`src/rtl/hng_pkg.sv`:
```
// hamming number generator: shared constants, state encoding and control structs
// no dependencies; imported by hng_ifs, hng_ctrl, hng_dp and the top level
package hng_pkg;

    localparam int TABLE_DEPTH = 4096;
    localparam int IDX_W       = 13;
    localparam int VAL_W       = 64;
    localparam int ADDR_W      = $clog2(TABLE_DEPTH);
    localparam int CNT_W       = $clog2(TABLE_DEPTH + 1);

    typedef enum logic [2:0] {
        S_IDLE,
        S_INIT,
        S_READ,
        S_MUL,
        S_PICK,
        S_DONE
    } state_t;

    typedef struct packed {
        logic capture;
        logic init;
        logic mul;
        logic pick;
        logic load_out;
    } dp_cmd_t;

    typedef struct packed {
        logic bad;
        logic fill_reached;
    } dp_status_t;

endpackage

```
`src/rtl/hng_ctrl.sv`:
```
// hamming number generator: sequencing state machine and output slot control
// depends on hng_pkg
module hng_ctrl
    import hng_pkg::*;
(
    input  logic       clk,
    input  logic       rst_n,
    input  logic       in_valid,
    output logic       in_ready,
    output logic       out_valid,
    input  logic       out_ready,
    input  dp_status_t status,
    output dp_cmd_t    cmd
);

    state_t state_reg;
    state_t state_next;
    logic   out_valid_reg;
    logic   out_valid_next;
    logic   slot_free;

    assign slot_free = !out_valid_reg || out_ready;

    always_ff @(posedge clk or negedge rst_n)
    begin
        if (!rst_n)
        begin
            state_reg     <= S_IDLE;
            out_valid_reg <= 1'b0;
        end
        else
        begin
            state_reg     <= state_next;
            out_valid_reg <= out_valid_next;
        end
    end

    // next state
    always_comb
    begin
        state_next = state_reg;
        unique case (state_reg)
            S_IDLE:
            begin
                if (in_valid)
                begin
                    state_next = S_INIT;
                end
            end
            S_INIT:
            begin
                state_next = status.bad ? S_DONE : S_READ;
            end
            S_READ:
            begin
                state_next = status.fill_reached ? S_DONE : S_MUL;
            end
            S_MUL:
            begin
                state_next = S_PICK;
            end
            S_PICK:
            begin
                state_next = S_READ;
            end
            S_DONE:
            begin
                if (slot_free)
                begin
                    state_next = S_IDLE;
                end
            end
            default:
            begin
                state_next = S_IDLE;
            end
        endcase
    end

    // outputs
    always_comb
    begin
        cmd          = '0;
        in_ready     = 1'b0;
        unique case (state_reg)
            S_IDLE:
            begin
                in_ready    = 1'b1;
                cmd.capture = in_valid;
            end
            S_INIT:
            begin
                cmd.init = 1'b1;
            end
            S_READ:
            begin
            end
            S_MUL:
            begin
                cmd.mul = 1'b1;
            end
            S_PICK:
            begin
                cmd.pick = 1'b1;
            end
            S_DONE:
            begin
                cmd.load_out = slot_free;
            end
            default:
            begin
            end
        endcase
    end

    always_comb
    begin
        out_valid_next = out_valid_reg;
        if (cmd.load_out)
        begin
            out_valid_next = 1'b1;
        end
        else if (out_ready)
        begin
            out_valid_next = 1'b0;
        end
    end

    assign out_valid = out_valid_reg;

    a_load_sets_valid: assert property (@(posedge clk) disable iff (!rst_n)
        cmd.load_out |=> out_valid_reg)
        else $error("result load did not raise output valid");

    a_no_overwrite: assert property (@(posedge clk) disable iff (!rst_n)
        cmd.load_out |-> (!out_valid_reg || out_ready))
        else $error("result overwritten before it was taken");

    a_bad_skips_fill: assert property (@(posedge clk) disable iff (!rst_n)
        (state_reg == S_INIT && status.bad) |=> state_reg == S_DONE)
        else $error("rejected index entered the fill loop");

endmodule

```
`config.mk`:
```
export PLATFORM = sky130hd
export DESIGN_NAME = hng_ctrl
export DESIGN_NICKNAME = d
export VERILOG_FILES = /design/src/rtl/hng_pkg.sv /design/src/rtl/hng_ctrl.sv
export SDC_FILE = /design/constraint.sdc
export NUM_CORES = 1
export LEC_CHECK = 0
export ABC_AREA = 1
export ABC_CLOCK_PERIOD_IN_PS = 900
export BUFFER_PORTS_ARGS = -buffer_cell sky130_fd_sc_hd__buf_2
export CAP_MARGIN = 20
export CORE_AREA = 2 2 39 41
export DETAILED_ROUTE_END_ITERATION = 12
export DIE_AREA = 0 0 41 43
export HOLD_SLACK_MARGIN = 0.08
export PLACE_DENSITY_LB_ADDON = 0.08
export SYNTH_ARGS = -nofsm -noshare
export SYNTH_HDL_FRONTEND = slang
export SYNTH_SLANG_ARGS = --single-unit
export TNS_END_PERCENT = 100
```
`constraint.sdc`:
```
create_clock -name clk -period 0.9 [get_ports clk]
set_clock_uncertainty 0.05 [all_clocks]
set_input_delay 0.09 -clock clk [delete_from_list [all_inputs] [get_ports clk]]
set_output_delay 0.09 -clock clk [all_outputs]
set_load 0.005 [all_outputs]
```
* Word-level counts from Yosys, hierarchy flattened
Cells that the tools add are included.
W data, S select, Z words.
** Storage, ports and cells
- Bits in latches :: 0
- Flip-flop bits (word level) :: 4
- Bits of input ports :: 6
- Output and inout port bits :: 7
- Word-level logic and storage cells :: 27
- RAM bits :: 0
- Memory bits (read-only) :: 0
- Memories kept :: 0
** Operators by class
- Equality and inequality tests :: 7
- Reductions and logical operators :: 5
- $add $sub $neg :: 0
- Order comparisons :: 0
- Mux-type cells :: 13
- Bitwise operators :: 0
- Shift operators :: 0
- Div/mod/pow operators :: 0
- Multiply operators :: 0
** Operators by type and width (number)
- $pmux W3 S6 :: 1
- $mux W3 :: 4
- $mux W1 :: 8
- $eq A3 B2 Y1 const B :: 2
- $eq A3 B3 Y1 const B :: 2
- $ne A2 B2 Y1 const B :: 2
- $eq A3 B1 Y1 const B :: 1
- $logic_not A3 Y1 :: 1
- $reduce_and A2 Y1 :: 1
- $reduce_bool A2 Y1 :: 1
- $logic_not A1 Y1 :: 1
- $logic_or A1 B1 Y1 :: 1

* Longest topological paths before layout
- Depth in word-level cells :: 4
- Gate-level depth with buffers :: 6
- Mapped depth without buffers :: 6

* Worst setup path before layout
Ideal clock, no wire load.
- Path kind :: reg-to-reg
- From :: register state_reg[0]
- To :: register state_reg[0]
- Setup time :: 0.116 ns
- Cell stages (with the launch flop) :: 7
- Buffers on the path :: 0
- Period minus slack after synthesis :: 0.980 ns
- Setup slack :: -0.080 ns
- Arrival :: 0.814 ns
- Path through :: dfrtp_1 nor2_1 nand2_2 nor2_1 nor2_1 nand2_1 nand2_1
** Between the ends
- Cells in the longest elaborated chain, start to end :: 3
** Ends and longest elaborated chain
- start, declared :: RTL line hng_ctrl.sv:16 : state_t state_reg;
- start signal, assigned :: RTL line hng_ctrl.sv:33 : state_reg <= state_next;
- $eq A3 B3 Y1 / $logic_not A3 Y1 (equally long branches) :: RTL line hng_ctrl.sv:42 : unique case (state_reg)
- $ne A2 B2 Y1 (no source line)
- $reduce_and A2 Y1 (no source line)
Parallel ways exist; a longest one is shown, timed or not.
A chain may end at the register's enable or synchronous reset.

==> results.md <==
- The width of the chip is between 40 and 50 um.
- Measured against the total synthesized area, the mux share comes to 0%.
- The instance area at placement is about 360 sq um.
- The critical path starts at state_reg[2]$_DFFE_PN0P_.
- The internal cell power is slightly below 0.0008 W.
- The clock insertion delay at the later pin of the skew report is between 0.2 and 0.25 ns.
- After synthesis the cells add up to around 270 sq um.
- The effective utilization at floorplan is between 10% and 20%.
- In this run the power spent charging and discharging nets is between 0.0005 and 0.0006 W.
- The number of library cell types mapped by synthesis is 14.
- The final reports fail on negative setup slack.
- By startpoint and endpoint, the worst setup path is classified as flip-flop to output port.
- The critical path ends at cmd[3].
- TritonCTS created 3 clock buffers.
- After detailed routing, the total wire length is between 600 and 700 um.
- The floorplan has 14 rows.
- STA puts the critical path data required time at between 0.7 and 0.8 ns.
- The critical register-to-register path startpoint is state_reg[1]$_DFFE_PN0P_.
- Of all nets on the critical path, the largest fanout is 5.
- Of the total power, the clock network draws roughly 16%.
- The number of filler instances in the final layout is between 150 and 200.
- The sequential group share of total power is ~28%.
- The detail route stage leaves a number of antenna-violating nets equal to 0.
- The max capacitance violation total is 0.
- Cells with a size suffix above 1 make up between 50% and 60% of the layout.
- The worst max-slew margin expressed relative to the limit is 89.06%.
- The synthesized netlist devotes 0% of its cell area to XOR and XNOR gates.
- The final hold violation count came to 0.
- The classification of the worst-slack hold path is input pin to flip-flop.
- The end of the worst register-to-register path is state_reg[0]$_DFFE_PN0P_.
- By area the synthesized netlist is led by sky130_fd_sc_hd__dfrtp_1 37%, sky130_fd_sc_hd__nand2_1 14%, sky130_fd_sc_hd__inv_1 13%.
- The routability-driven placement congestion ratio is 0.6658.
- The final layout contains 70 nets.
- For this run, the detailed router's first-pass iteration total came to 4.
- During placement, the flow inserted port buffers numbering 12.
- VDD sags by at most 0.9553 mV.
- The relative area change from synthesis to final layout is 73.36%.
- The y dimension of the die is 43 um.
- The run finished, with violations left.
- The warning count from the yosys run is 0.
- Entering global routing, the biggest net connects 6 pins.
- The combinational family with the most area after synthesis is simple AND/OR/NAND/NOR gates.
- The combinational share of power is between 50% and 60%.
- The synthesized netlist devotes under 10% of its cell area to compound gates.
- STA classifies the critical path startpoint as a flip-flop.
- The first-pass GRT wire length is slightly above 1000 um.
- The number of pins with negative max-slew slack in the final report is 0.
- The ratio of routed vias to standard cells is 3.782.
- The I/O pin count is 13.
- The share of synthesized area in the top cell type comes to between 30% and 40%.
- STA puts the critical path data arrival time at ~1.1 ns.
- The completed layout was analyzed and its total power is about 0.0013 W.
- The share of the clock period used by the worst path after layout is 132.4%.
- sky130_fd_sc_hd__dfrtp_1 takes more of the synthesized area than any other cell.
- The number of global-route vias before repair is 275.
- The most common cell after layout, fill and taps aside is sky130_fd_sc_hd__buf_2.
- CTS built an H-tree with a depth of 1.
- The initial antenna violation count is 0.
- The final count of negative-setup-slack endpoints is 10.
- In this run the power density over the cells is 2894 nW/um^2.
- The DRC violation count after routing is 0.
- The total global-route track usage is 9.091%.
- The minimum setup slack in the final design is -0.2916 ns.
- TritonCTS built the clock tree.
- Setup repair after global routing could not meet its margin everywhere.
- Summed over all nets, the half-perimeter wirelength after detailed placement is approximately 500 um.
- The type of destination of the critical path is an output port.
- The arithmetic-cell share of the synthesized area counting full adders, half adders and majority gates is 0%.
- The number of diodes added for antenna fixing is 0.
- The static power due to leakage is between 0.2 and 0.3 nW.
- The net switching share of the total power is approximately 42%.
- The highest clock rate is 839.2 MHz.
- Sequential cells were found to cover between 30 and 40% of the synthesized design area.
- The post-synthesis simple-gate area fraction is about 37%.
- The via count is 295.
- The flip-flop and latch count after synthesis is 4.
- The die covers between 1500 and 2000 sq um.
- In the final routed layout, each cell accounts on average for 7.923 um.
- The maximum buffer depth of the clock tree is 2.
- The slew at the pin closest to its max-slew limit is 0.1641 ns.
- The shortest clock period the worst path allows after layout is approximately 1.2 ns.
- The total grt overflow is 0.
- The cell sitting at the root of the clock tree is a sky130_fd_sc_hd__clkbuf_4.
- The net count of the mapped netlist is 46.
- The CTS sink count is 4.
- The floorplan step defined a core boundary enclosing 1384 sq um.
- Setup slack on the worst reg-to-reg path comes out at -0.19 ns.
- The number of flip-flops under the largest register name is 3.
- The number of cells on the worst reg-to-reg path is 7.
- The clock transition time at the flip-flop clock pins of the worst setup and hold paths is 0.03 ns.
- The synthesized area per cell is 6.694 sq um.
- Measured on the finished design, the core utilization comes to approximately a third.
- The finished cells cover roughly 460 sq um.
- The DRC marker count from the first detailed-route iteration is 5.
- In the layout the commonest cells are 12 x sky130_fd_sc_hd__buf_2, 8 x sky130_fd_sc_hd__nand2_1, 6 x sky130_fd_sc_hd__inv_1, 4 x sky130_fd_sc_hd__inv_2, 4 x sky130_fd_sc_hd__buf_4.
- The synthesized netlist cell count is 40.
synthesized netlist by cell type:
cell                       count
sky130_fd_sc_hd__inv_1         9
sky130_fd_sc_hd__a21oi_1       1
sky130_fd_sc_hd__nor3_1        1
sky130_fd_sc_hd__dfrtp_1       4
sky130_fd_sc_hd__nand3_2       1
sky130_fd_sc_hd__nor2_1        5
sky130_fd_sc_hd__nand2_2       1
sky130_fd_sc_hd__buf_4         1
sky130_fd_sc_hd__nand2_1      10
sky130_fd_sc_hd__o21ai_0       1
sky130_fd_sc_hd__nor2_2        2
sky130_fd_sc_hd__o211ai_2      1
sky130_fd_sc_hd__nand3_1       2
sky130_fd_sc_hd__inv_2         1
how the worst min path moves through the flow:
stage	startpoint	to	slack, ns	depth (start not counted)
detailed placement	rst_n	out_valid$_DFFE_PN0P_	-0.15	1
floorplan	rst_n	out_valid$_DFFE_PN0P_	-0.26	0
CTS	status[1]	state_reg[2]$_DFFE_PN0P_	0.09	3
global placement	rst_n	out_valid$_DFFE_PN0P_	-0.15	1
finish	status[1]	state_reg[2]$_DFFE_PN0P_	0.09	3
global route	status[1]	state_reg[2]$_DFFE_PN0P_	0.11	3
timing repair:
action	4_1_cts	5_1_grt
setup endpoints to repair	9	11
pin swaps	0	1
buffers inserted	2	1
endpoints found under the hold margin	6	0
hold buffers	3	0
resized for setup	5	6
per-stage QoR:
stage	setup slack [ns]	hold WS, ns	std cells	TNS (ns)
2_1_floorplan	-0.04317	-0.2556	40	-0.07793
3_3_place_gp	-0.1356	-0.1502	69	-0.6913
3_5_place_dp	-0.1248	-0.1509	69	-0.6057
4_1_cts	-0.2955	0.09248	77	-2.253
5_1_grt	-0.3815	0.1077	78	-2.988
6_report	-0.2916	0.09363	78	-2.119
area by class of cell:
type,count,area [sq um],share of cell area [%]
Inverter,10,37.54,8.086
Sequential cell,4,101.3,21.83
Timing Repair Buffer,20,131.4,28.30
Clock buffer,3,22.52,4.852
Multi-Input combinational cell,25,151.4,32.61
Tap cell,16,20.02,4.313
layer usage:
metal | routed length (um) | vias to the layer above | track usage [%]
li1 | - | 161 | -
met1 | 283 | 126 | 10.82
met2 | 300 | 8 | 11.25
met3 | 34 | 0 | 4.712
met4 | 0 | 0 | 8.000
met5 | 0 | - | 0
power by group through the flow:
stage / Combinational [W] / Clock [W] / Sequential [W]
final: 0.000756 / 0.000218 / 0.000370
after global routing: 0.000862 / 0.000249 / 0.000383
after CTS: 0.000696 / 0.000233 / 0.000365
after detailed placement: 0.000603 / 0 / 0.000355
after global placement: 0.000623 / 0 / 0.000357
after floorplan: 0.000390 / 0 / 0.000341
worst max-delay path, cell delays in order (launching register included):
cell and delay (ns):
sky130_fd_sc_hd__dfrtp_2 0.45, sky130_fd_sc_hd__nor2_4 0.15, sky130_fd_sc_hd__nand2_2 0.08, sky130_fd_sc_hd__inv_2 0.04
sky130_fd_sc_hd__buf_2 0.09
logic make-up after synthesis:
group,count (synthesis)
and+or+nand+nor,22
buffers and inverters,11
DFF,4
AOI/OAI and AO/OA,3
No activity file was read; power rests on OpenSTA's default activity.
